$ cat src/hdl/tgde_pkg.sv
package tgde_pkg;

  // fixed field widths of the stream items
  localparam int RC_W    = 6;
  localparam int HEAT_W  = 32;
  localparam int DIM_W   = 7;
  localparam int FRAC_W  = 17;

  // fixed point constants, rates are q1.16
  localparam logic [FRAC_W-1:0] FRAC_ONE   = 17'd65536;
  localparam int                FRAC_SHIFT = 16;
  // neighbour sum shift, the divide by eight folded in
  localparam int                DIFF_SHIFT = 19;

  // lower grid size limit and reset value of the size registers
  localparam logic [DIM_W-1:0] DIM_MIN   = 7'd3;
  localparam logic [DIM_W-1:0] DIM_RESET = 7'd64;

  // opcodes
  localparam logic [1:0] OP_WRITE = 2'd0;
  localparam logic [1:0] OP_READ  = 2'd1;
  localparam logic [1:0] OP_STEP  = 2'd2;

  // configuration register indexes
  localparam logic [1:0] REG_ROWS = 2'd0;
  localparam logic [1:0] REG_COLS = 2'd1;
  localparam logic [1:0] REG_DIFF = 2'd2;
  localparam logic [1:0] REG_EVAP = 2'd3;

  // command classes handed from front to back
  typedef enum logic [1:0] {
    KIND_WRITE = 2'd0,
    KIND_READ  = 2'd1,
    KIND_STEP  = 2'd2,
    KIND_BAD   = 2'd3
  } cmd_kind_t;

  typedef struct packed {
    cmd_kind_t          kind;
    logic [RC_W-1:0]    row;
    logic [RC_W-1:0]    col;
    logic [HEAT_W-1:0]  heat;
  } cmd_t;

endpackage

$ cat src/hdl/tgde_front.sv
module tgde_front #(
  parameter int RCW = 7,
  parameter int CCW = 7
) (
  input  logic                 clk,
  input  logic                 rst,
  input  logic                 s_tvalid,
  output logic                 s_tready,
  input  logic [1:0]           s_tuser,   // opcode
  input  logic [47:0]          s_tdata,   // row[5:0], column[11:6], heat_value[43:12]
  input  logic [RCW-1:0]       eff_rows,
  input  logic [CCW-1:0]       eff_cols,
  output logic                 q_valid,
  output tgde_pkg::cmd_t       q_entry,
  input  logic                 q_pop
);

  tgde_pkg::cmd_t fifo_mem [2];
  tgde_pkg::cmd_t in_cmd;
  logic           addr_bad;
  logic           wr_ptr;
  logic           rd_ptr;
  logic [1:0]     fill;
  logic           push;

  // unpack and classify the incoming beat
  always_comb begin
    in_cmd.row  = s_tdata[5:0];
    in_cmd.col  = s_tdata[11:6];
    in_cmd.heat = s_tdata[43:12];
    addr_bad = (int'(in_cmd.row) >= int'(eff_rows)) || (int'(in_cmd.col) >= int'(eff_cols));
    case (s_tuser)
      tgde_pkg::OP_WRITE: in_cmd.kind = addr_bad ? tgde_pkg::KIND_BAD : tgde_pkg::KIND_WRITE;
      tgde_pkg::OP_READ:  in_cmd.kind = addr_bad ? tgde_pkg::KIND_BAD : tgde_pkg::KIND_READ;
      tgde_pkg::OP_STEP:  in_cmd.kind = tgde_pkg::KIND_STEP;
      default:            in_cmd.kind = tgde_pkg::KIND_BAD;
    endcase
  end

  assign s_tready = (fill != 2'd2);
  assign push     = s_tvalid && s_tready;
  assign q_valid  = (fill != 2'd0);
  assign q_entry  = fifo_mem[rd_ptr];

  // two entry command queue
  always_ff @(posedge clk) begin
    if (rst) begin
      wr_ptr <= 1'b0;
      rd_ptr <= 1'b0;
      fill   <= 2'd0;
    end else begin
      if (push) wr_ptr <= ~wr_ptr;
      if (q_pop) rd_ptr <= ~rd_ptr;
      case ({push, q_pop})
        2'b10:   fill <= fill + 2'd1;
        2'b01:   fill <= fill - 2'd1;
        default: fill <= fill;
      endcase
    end
  end

  always_ff @(posedge clk) begin
    if (push) fifo_mem[wr_ptr] <= in_cmd;
  end

endmodule

$ cat config.mk
export PLATFORM = sky130hd
export DESIGN_NAME = tgde_front
export DESIGN_NICKNAME = d
export VERILOG_FILES = /design/src/hdl/tgde_pkg.sv /design/src/hdl/tgde_front.sv
export SDC_FILE = /design/constraint.sdc
export NUM_CORES = 1
export LEC_CHECK = 0
export ABC_AREA = 1
export BUFFER_PORTS_ARGS = -buffer_cell sky130_fd_sc_hd__buf_2
export CORE_AREA = 2 2 121 123
export DETAILED_ROUTE_END_ITERATION = 8
export DIE_AREA = 0 0 123 125
export HOLD_SLACK_MARGIN = 0.08
export PLACE_DENSITY = 0.61
export SKIP_CTS_REPAIR_TIMING = 1
export SYNTH_ARGS = -nofsm -noshare
export SYNTH_HDL_FRONTEND = slang
export SYNTH_SLANG_ARGS = --single-unit
$ cat constraint.sdc
create_clock -name clk -period 8.7 [get_ports clk]
set_clock_uncertainty 0.1 [all_clocks]
set_input_delay 0.435 -clock clk [delete_from_list [all_inputs] [get_ports clk]]
set_output_delay 0.435 -clock clk [all_outputs]
set_load 0.01 [all_outputs]
Yosys cells after proc, flatten, opt, wreduce, memory -nomap -nowiden
Memory sizes are Yosys's and may differ from the RTL's. A register that Yosys moved wholly into a read port is not among the register bits.
Cells that the tools add are included.
W data, S select, Z words.
Cells by class
  $add $sub $neg: 2
  order comparisons: 2
  equality and inequality tests: 5
  muxes and demuxes: 8
  bitwise operators: 2
  reductions and logical operators: 5
Operator list (number)
  $ge A6 B7 Y1: 2
  $pmux W2 S3: 1
  $eq A2 B1 Y1 const B: 2
  $eq A2 B2 Y1 const B: 2
  $mux W1: 4
  $mux W2: 2
  $pmux W2 S2: 1
  $reduce_bool A2 Y1: 2
  $add A2 B1 Y2 const B: 1
  $logic_not A2 Y1: 1
  $ne A2 B2 Y1 const B: 1
  $not A1 Y1: 2
  $sub A2 B1 Y2 const B: 1
  $logic_and A1 B1 Y1: 1
  $logic_or A1 B1 Y1: 1
Word-level totals
  bits in registers: 4
  bits in writable memories: 92
  input bits: 68
  memories kept: 1
Memory list
  fifo_mem: depth 2, bits a word 46, rd ports 1, clocked after memory_dff 1, write ports 1, line tgde_front.sv:18  | tgde_pkg::cmd_t fifo_mem [2];

Logic depth before layout (Yosys ltp)
Gate-level depths: netlist of run 1.
  depth in word-level cells: 4
  mapped depth: 12
  gate-level depth less buffers: 12

Worst setup path before layout of run 1
OpenSTA, ideal clock, no wires.
  path type: reg-to-reg
  from: register fill[0]
  to: memory fifo_mem[0][0] (netlist name), enable pin
  setup time: 450 ps
  arrival: 2542 ps
  path slack: 5608 ps
  cell stages (with the launch flop): 5
  buffers on the path: 0
  path through: dfxtp_1 > inv_1 > nand2_2 > nand2_1 > nor2_1
Between the ends
  cells in the longest elaborated chain, start to end: 4
RTL lines
  start: declaration: line tgde_front.sv:23  | logic [1:0] fill;
  start signal: assignment: line tgde_front.sv:55  | 2'b10: fill <= fill + 2'd1;
  start signal: assignment: line tgde_front.sv:56  | 2'b01: fill <= fill - 2'd1;
  start signal: assignment: line tgde_front.sv:57  | default: fill <= fill;
  $ne A2 B2 Y1: line tgde_front.sv:40  | assign s_tready = (fill != 2'd2);
  named net s_tready: line tgde_front.sv:8  | output logic s_tready,
  $logic_and A1 B1 Y1: line tgde_front.sv:41  | assign push = s_tvalid && s_tready;
  $mux W1: line tgde_front.sv:63  | if (push) fifo_mem[wr_ptr] <= in_cmd;
  $mux W1 (not written as such): line tgde_front.sv:63
  end: declaration: line tgde_front.sv:18
The timed path passes the listed nets, and every way through them passes these cells.

==> results of run 1 <==
==> routing by layer <==
layer,GRT usage [%],wire length [um],up-vias
li1,-,-,1115
met1,10.7,3110,1074
met2,16.3,3620,75
met3,3.38,492,11
met4,6.42,204,0
met5,0,0,-
==> registers in the layout, summed over array words and instances (netlist names), named ones only <==
register  cells
fifo_mem     92
rd_ptr        1
wr_ptr        1
fill          2
==> cells in the final DEF (no fill, tap or decap) <==
cell,netlist,routed
edfxtp_1,92,92
a21oi_1,5,5
diode_2,0,1
clkinv_2,0,1
clkinv_4,0,1
buf_2,0,111
dfxtp_4,0,1
mux2_2,6,6
nor2_1,12,11
mux2_4,40,40
nor3_1,2,2
o21bai_1,1,1
xnor2_1,1,1
nand2_2,1,1
clkbuf_16,0,9
ha_1,13,13
clkinv_1,0,2
buf_4,0,2
dfxtp_1,5,4
nand2_1,31,31
nand3_1,4,4
inv_1,26,26
clkbuf_1,0,2
nor2_4,0,2
==> worst max-delay path, cell delays in order, from the launching register on <==
cell	delay (ps)
dfxtp_4	930
mux2_2	410
buf_2	140
==> kinds of logic (layout without fill, tap and decap cells) <==
family	count (synthesis)	count (layout)
multiplexers	46	46
adder cells (fa/ha/maj)	13	13
buffers and inverters	31	154
AND/OR/NAND/NOR	51	51
flip-flops	97	97
XOR/XNOR	1	1
other	0	1
AO/OA/AOI/OAI	6	6
==> per-stage QoR <==
step	utilization (%)	power, mW	instance area (um^2)	std cells	setup slack [ps]
floorplan	-	0.685	4130	245	5610
global placement	34.2	0.740	4850	537	6470
detailed placement	34.2	0.745	4850	537	6470
CTS	36.0	1.10	5110	552	6250
global route	36.0	1.13	5110	552	6220
finish	36.0	1.08	5110	553	6320
==> how the worst max path moves through the flow <==
stage	from	to
CTS	flop	q_entry[1]
finish	flop	q_entry[1]
detailed placement	s_tvalid	fifo_mem[1][40]$_DFFE_PP_
floorplan	fill[0]$_SDFFE_PP0P_	fifo_mem[0][0]$_DFFE_PP_
global route	flop	q_entry[1]
global placement	s_tvalid	fifo_mem[1][7]$_DFFE_PP_
==> power by group through the flow <==
| stage | combinational (mW) | clock [mW] | sequential [mW] |
|---|---|---|---|
| floorplan | 0.113 | 0 | 0.571 |
| global placement | 0.157 | 0 | 0.583 |
| detailed placement | 0.160 | 0 | 0.585 |
| CTS | 0.160 | 0.360 | 0.575 |
| global route | 0.172 | 0.382 | 0.578 |
| finish | 0.156 | 0.346 | 0.574 |
==> layout make-up <==
class | instances | area, um^2
clock inverters | 4 | 21.3
diodes | 1 | 2.50
inverters | 26 | 97.6
flip-flops and latches | 97 | 2870
clock buffers | 11 | 233
repair buffers | 113 | 571
multi-input cells | 117 | 1090
well taps | 184 | 230
fillers | 1406 | 9090
==> run summary, run 1 <==
Port Buffer Count -> 111
R2R Path End -> fifo_mem[1][5]$_DFFE_PP_
via/cell ratio -> 4.11
sequential share of power -> 53.4%
Setup-failing EPs final -> 0
Avg WL per Cell -> 13.4 um
CP max FO -> 46
crit path DAT -> 1840 ps
combinational fraction of design power -> 14.5%
Sw Ratio -> 23.3%
number of global-route vias before repair -> 2,278
total iterations of the first detailed-routing run -> 4
Final HPWL DP -> 5.14 mm
first-pass GRT wire length -> 11.1 mm
RSZ-0062 raised after global routing -> false
Worst Path Class, Setup -> flop to output port
worst skew pair latency -> 340 ps
Hold Path Cell Cnt -> 1
Critical Path Sink Type -> output port
Synth Area in Adders -> 3.94%
total grt overflow -> 0
count of final max-slew check failures -> 0
worst r2r src -> fill[0]$_SDFFE_PP0P_
P_leak -> 2.14 nW
Syn Inst Count -> 245
Hold Vio Cnt, Final -> 0
Die Y -> 125 um
Compound-Gate Fraction of Synth Area -> 0.788%
clk root buf -> clkbuf_16
post-route ant nets -> 0
path depth of the worst reg2reg path -> 5
largest net degree at the start of global routing -> 47
post-route minimum period -> 2380 ps
top post-synthesis cells by count -> edfxtp_1 (92), mux2_4 (40), nand2_1 (31)
Hold WS -> 181 ps
initial DRC count -> 105
most common cell in the netlist -> edfxtp_1
min-delay worst type -> input port to flop
DRT Wirelength -> 7.43 mm
mux cell area share after synthesis -> 16.2%
Internal -> 0.825 mW
Least-Margin Pin Slew -> 877 ps
site row count -> 44
ys flop type -> edfxtp_1
area leader, netlist -> edfxtp_1
YS warnings -> 0
Pwr Density -> 210 nW/um^2
core area -> 14,200 um^2
Hold Crit Endpoint -> fifo_mem[1][31]$_DFFE_PP_
Synth Area in Simple Gates -> 4.94%
Avg Inst Size Synth -> 16.8 um^2
max_cap viols -> 0
share of the synthesized area in the top cell type -> 66.9%
worst vdd ir -> 0.0800 mV
largest family of logic cells by synthesized area -> multiplexers
xor/xnor share of the synthesized area -> 0.212%
CTS clk-pin slew, worst paths -> 60 ps
R2R Setup Slk -> 6560 ps
share of layout cells above drive strength 1 -> 47.3%
detailed-route via count -> 2,275
starting density of the core -> 29.1%
outcome -> complete, no violations
Seq cells post-synth -> 97
Layout Nets -> 445
Final period util -> 27.3%
Netlist cell types -> 17
mapped cell area -> 4130 um^2
Die ar. -> 15,400 um^2
ys async rst share -> 0%
Rel. slew slack -> 41.6%
GRT Resource Usage Total -> 9.89%
Final Wtd Congestion -> 0.725
clock share of power -> 32.2%
Clock Path Buffers -> 2
die width -> 123 um
main area contributors after synthesis -> edfxtp_1 (67%), mux2_4 (15%), ha_1 (3.9%)
NetSw -> 0.251 mW
HP Start -> s_tdata[43]
setup_tns -> 0 ps
initial antenna violation count -> 1
f_max -> 0.421 GHz
number of synthesized flops with an enable pin -> 92
# IOs -> 116
Mapped Nets -> 326
H-tree levels -> 3
CP startpoint kind -> flop
TritonCTS clock tree -> built
# DRC -> 0
sequential-to-total area share from yosys stat -> 69.4%
CP required -> 8170 ps
Inserted Clock Buffers -> 9
area grow syn2layout -> 23.8%
clock sinks -> 97
(Power assumes the default switching activity.)
==> inputs of run 2 (changes only) <==
==> constraint.sdc (replaced) <==
create_clock -name clk -period 2.4 [get_ports clk]
set_clock_uncertainty 0.1 [all_clocks]
set_input_delay 0.12 -clock clk [delete_from_list [all_inputs] [get_ports clk]]
set_output_delay 0.12 -clock clk [all_outputs]
set_load 0.01 [all_outputs]
==> run summary, run 2 (synthesis gave the netlist of run 1 again) <==
HP Start -> eff_rows[6]
CTS clk-pin slew, worst paths -> 60 ps (about the same)
Die Y -> 125 um (unchanged)
largest registers -> fifo_mem: 92 flops, fill: 2 flops
number of global-route vias before repair -> 2,412 (+5.9%)
crit path DAT -> 2090 ps (+250 ps)
CP max FO -> 20 (-57%)
worst r2r src -> fill[0]$_SDFFE_PP0P_
Finished Core Util -> 40.1% (+4.2 points)
most frequent cells in the layout -> buf_2 (111), edfxtp_1 (92), dlygate4sd3_1 (49)
via/cell ratio -> 4.12 (+0.16%)
Pwr Density -> 742 nW/um^2 (+250%)
Setup-failing EPs final -> 0 (unchanged)
Layout Nets -> 498 (+12%)
Final period util -> 81.7%
Final HPWL DP -> 5.33 mm (+3.7%)
CP startpoint kind -> flop
worst vdd ir -> 0.353 mV (+340%)
total grt overflow -> 0 (unchanged)
CP required -> 2530 ps (-5640 ps)
Inserted Clock Buffers -> 9 (unchanged)
min-delay worst type -> input port to flop
commonest non-fill, non-tap cell in the layout -> buf_2
site row count -> 44 (unchanged)
TritonCTS clock tree -> built
Hold Crit Endpoint -> fifo_mem[1][45]$_DFFE_PP_
largest net degree at the start of global routing -> 28 (-40%)
core area -> 14,200 um^2 (unchanged)
total iterations of the first detailed-routing run -> 4 (unchanged)
Biggest register -> fifo_mem
DRT Wirelength -> 7.86 mm (+5.8%)
Least-Margin Pin Slew -> 401 ps (-475 ps)
Inserted Diodes -> 0 (-1)
R2R Setup Slk -> 440 ps (-6120 ps)
flip-flop count of the largest register after layout -> 92 (unchanged)
Avg WL per Cell -> 13.0 um (-3.5%)
clk root buf -> clkbuf_16
Hold WS -> 229 ps (+48.2 ps)
detailed-route via count -> 2,497 (+9.8%)
Critical Path Sink Type -> flop
Clock Path Buffers -> 2 (unchanged)
max_cap viols -> 0 (unchanged)
Port Buffer Count -> 111 (unchanged)
Cell Count Post-Placement -> 541 (+0.74%)
area grow syn2layout -> 38.1%
worst skew pair latency -> 340 ps (about the same)
outcome -> complete, no violations
Hold Path Cell Cnt -> 6 (+5)
R2R Path End -> wr_ptr$_SDFFE_PP0P_
first-pass GRT wire length -> 11.5 mm (+3.7%)
Die ar. -> 15,400 um^2 (unchanged)
initial antenna violation count -> 0 (-1)
H-tree levels -> 3 (unchanged)
starting density of the core -> 29.1% (unchanged)
# IOs -> 116 (unchanged)
GRT Resource Usage Total -> 10.2% (+0.27 points)
initial DRC count -> 95 (-9.5%)
Hold Vio Cnt, Final -> 0 (unchanged)
P_leak -> 2.40 nW (+12%)
setup_tns -> 0 ps (unchanged)
# DRC -> 0 (unchanged)
count of final max-slew check failures -> 0 (unchanged)
post-route minimum period -> 1960 ps
post-route ant nets -> 0 (unchanged)
die width -> 123 um (unchanged)
clock sinks -> 97 (unchanged)
Finished Layout Cells -> 606 (+9.6%)
post-route cell area -> 5700 um^2 (+12%)
path depth of the worst reg2reg path -> 7 (+2)
dpl cell area -> 4900 um^2 (+0.88%)
Rel. slew slack -> 73.3% (+32 points)
share of layout cells above drive strength 1 -> 42.7% (-4.6 points)
f_max -> 0.510 GHz
RSZ-0062 raised after global routing -> false
Worst Path Class, Setup -> flop to flop
Final Wtd Congestion -> 0.736 (+1.4%)
run 2: changes by cell type in the layout (fill, tap and decap cells not counted), sizes merged:
cell / previous run / this run
clkinv: 4 / 1
dlygate4sd3: 0 / 49
bufinv: 0 / 2
buf: 113 / 117
diode: 1 / 0
clkbuf: 11 / 13
run 2: cell type report:
class / count / area (um^2)
Fill cell: 1356 / 8500
Sequential cell: 97 / 2870
Multi-Input combinational cell: 117 / 1090
Clock inverter: 3 / 65.1
Clock buffer: 13 / 250
Inverter: 26 / 97.6
Tap cell: 184 / 230
Timing Repair Buffer: 166 / 1100
run 2: per-stage QoR:
stage          power [mW]  setup slack, ps
6_report             4.23              440
5_1_grt              4.43              308
4_1_cts              4.24              549
3_5_place_dp         2.71              765
3_3_place_gp         2.69              815
2_1_floorplan        2.48             52.5
run 2: power by group:
| part | internal [mW] | leakage [nW] | switching [mW] |
|---|---|---|---|
| Clock | 0.941 | 0.154 | 0.567 |
| Combinational | 0.358 | 1.35 | 0.328 |
| Sequential | 2.00 | 0.900 | 0.0345 |
| Total | 3.30 | 2.40 | 0.929 |
run 2: worst max path at each step:
stage,from,to,slack [ps],depth (start not counted)
after floorplan,fill[0]$_SDFFE_PP0P_,fifo_mem[1][0]$_DFFE_PP_,50,4
after global routing,fill[0]$_SDFFE_PP0P_,wr_ptr$_SDFFE_PP0P_,310,7
after CTS,flop,q_entry[45],550,3
after detailed placement,fill[0]$_SDFFE_PP0P_,fifo_mem[0][39]$_DFFE_PP_,760,5
after global placement,fill[0]$_SDFFE_PP0P_,fifo_mem[0][39]$_DFFE_PP_,810,5
final,fill[0]$_SDFFE_PP0P_,wr_ptr$_SDFFE_PP0P_,440,7
run 2: per-layer routing:
| metal | share of wire, % | wire (um) | global-route usage (%) | vias up |
|---|---|---|---|---|
| met3 | 6.1 | 481 | 3.28 | 14 |
| met2 | 49 | 3880 | 16.4 | 91 |
| li1 | - | - | - | 1225 |
| met1 | 41 | 3250 | 11.3 | 1167 |
| met5 | 0 | 0 | 0 | - |
| met4 | 3.1 | 243 | 6.82 | 0 |
run 2: critical path, stage by stage (launching register included):
cell	delay, ps
dfxtp_1	350
inv_1	90
nand2_2	90
nand2_1	150
nor2_4	120
buf_4	300
nor3_1	90
dlygate4sd3_1	560
==> inputs of run 3 (changes only) <==
==> constraint.sdc (replaced) <==
create_clock -name clk -period 2 [get_ports clk]
set_clock_uncertainty 0.1 [all_clocks]
set_input_delay 0.1 -clock clk [delete_from_list [all_inputs] [get_ports clk]]
set_output_delay 0.1 -clock clk [all_outputs]
set_load 0.01 [all_outputs]
==> run summary, run 3 (synthesis gave the netlist of run 1 again) <==
outcome -> complete, no violations
clock sinks -> 97 (unchanged)
# IOs -> 116 (unchanged)
starting density of the core -> 29.1% (unchanged)
Worst Path Class, Setup -> flop to output port
multi-input combinational cell area -> 1090 um^2 (unchanged)
most frequent cells in the layout -> buf_2 (111), edfxtp_1 (92), dlygate4sd3_1 (50)
total iterations of the first detailed-routing run -> 4 (unchanged)
Hold Path Cell Cnt -> 6 (unchanged)
die width -> 123 um (unchanged)
post-route minimum period -> 1790 ps
crit path DAT -> 1590 ps (-500 ps)
Port Buffer Count -> 111 (unchanged)
Die Y -> 125 um (unchanged)
worst vdd ir -> 0.406 mV (+15%)
NetSw -> 1.11 mW (+20%)
sequential share of power -> 49.5% (+1.3 points)
final setup margin -> 208 ps (-231 ps)
setup_tns -> 0 ps (unchanged)
min-delay worst type -> input port to flop
DRT Wirelength -> 7.72 mm (-1.7%)
H-tree levels -> 3 (unchanged)
Rel. slew slack -> 73.4% (+0.14 points)
Final period util -> 89.6%
commonest non-fill, non-tap cell in the layout -> buf_2
path depth of the worst reg2reg path -> 5 (-2)
Least-Margin Pin Slew -> 399 ps (-2.10 ps)
initial DRC count -> 134 (+41%)
largest net degree at the start of global routing -> 28 (unchanged)
Avg WL per Cell -> 12.7 um (-2.0%)
flip-flop count of the largest register after layout -> 92 (unchanged)
clock share of power -> 33.9% (-1.7 points)
detailed-route via count -> 2,519 (+0.88%)
clk root buf -> clkbuf_16
first-pass GRT wire length -> 11.4 mm (-1.4%)
CTS clk-pin slew, worst paths -> 60 ps (about the same)
Inserted Clock Buffers -> 9 (unchanged)
Setup-failing EPs final -> 0 (unchanged)
Final Wtd Congestion -> 0.729 (-0.90%)
TritonCTS clock tree -> built
Biggest register -> fifo_mem
Hold Vio Cnt, Final -> 0 (unchanged)
Internal -> 3.83 mW (+16%)
Critical Path Sink Type -> output port
CP startpoint kind -> flop
RSZ-0062 raised after global routing -> false
number of global-route vias before repair -> 2,358 (-2.2%)
Final Total Pwr -> 4.94 mW (+17%)
CP required -> 1800 ps (-730 ps)
area grow syn2layout -> 37.8%
count of final max-slew check failures -> 0 (unchanged)
GRT Resource Usage Total -> 9.90% (-0.26 points)
core area -> 14,200 um^2 (unchanged)
post-route ant nets -> 0 (unchanged)
P_leak -> 2.40 nW (-0.23%)
CP max FO -> 20 (unchanged)
site row count -> 44 (unchanged)
total grt overflow -> 0 (unchanged)
Clock Path Buffers -> 2 (unchanged)
via/cell ratio -> 4.14 (+0.55%)
Layout Nets -> 499 (+0.20%)
Sequential Area -> 2870 um^2 (unchanged)
pre-CTS setup slack -> 358 ps (-407 ps)
worst skew pair latency -> 340 ps (about the same)
Die ar. -> 15,400 um^2 (unchanged)
Pwr Density -> 869 nW/um^2 (+17%)
share of layout cells above drive strength 1 -> 42.6% (-0.10 points)
fill cell count -> 1,355 (-0.074%)
Sw Ratio -> 22.5% (+0.54 points)
combinational fraction of design power -> 16.6% (+0.4 points)
f_max -> 0.558 GHz
largest registers -> fifo_mem: 92 flops, fill: 2 flops
max_cap viols -> 0 (unchanged)
initial antenna violation count -> 1 (+1)
# DRC -> 0 (unchanged)
Final HPWL DP -> 5.22 mm (-2.0%)
run 3: cell count changes in the layout (fill, tap and decap cells not counted), sizes merged:
cell | previous run | this run
clkinv | 1 | 3
bufinv | 2 | 1
clkbuf | 13 | 12
diode | 0 | 1
dlygate4sd3 | 49 | 50
run 3: metal layers:
layer  track usage (%)  wire length [um]  vias to the layer above
li1                  -                 -                     1223
met1              10.5              3150                     1195
met2              17.0              3950                       88
met3              3.06               423                       13
met4              6.02               202                        0
met5                 0                 0                        -
run 3: area by class of cell:
cell class,instances,area share [%]
clock buffer,12,4.33
antenna,1,0.0440
tap,184,4.05
clock inverter,4,0.770
inverter,26,1.72
multi-input combinational,117,19.1
sequential,97,50.4
timing repair buffer,167,19.6
run 3: final timing paths:
path / slack, ps / endpoint / startpoint
hold reg to reg: 420 / rd_ptr$_SDFFE_PP0P_ / rd_ptr$_SDFFE_PP0P_
setup reg to reg: 380 / fifo_mem[0][20]$_DFFE_PP_ / fill[0]$_SDFFE_PP0P_
hold / removal: 210 / fifo_mem[0][45]$_DFFE_PP_ / eff_rows[6]
setup / recovery: 210 / q_entry[45] / flop
run 3: through the flow:
step | std cells | hold slack [ps] | util (%) | instance area [um^2]
after floorplan | 245 | 72.4 | - | 4130
after global placement | 541 | 189 | 34.5 | 4900
after detailed placement | 541 | 194 | 34.5 | 4900
after CTS | 557 | -175 | 36.5 | 5190
after global routing | 607 | 231 | 40.0 | 5690
final | 608 | 206 | 40.1 | 5690
run 3: worst max-delay path, stage by stage, from the launching register on:
cell	delay [ps]
dfxtp_4	350
buf_4	340
mux2_2	390
buf_2	140
run 3: power groups by stage:
stage	sequential (mW)	clock, mW	combinational (mW)
after floorplan	2.48	0	0.495
final	2.45	1.67	0.822
after CTS	2.45	1.74	0.762
after global placement	2.48	0	0.747
after global routing	2.46	1.80	0.903
after detailed placement	2.49	0	0.761
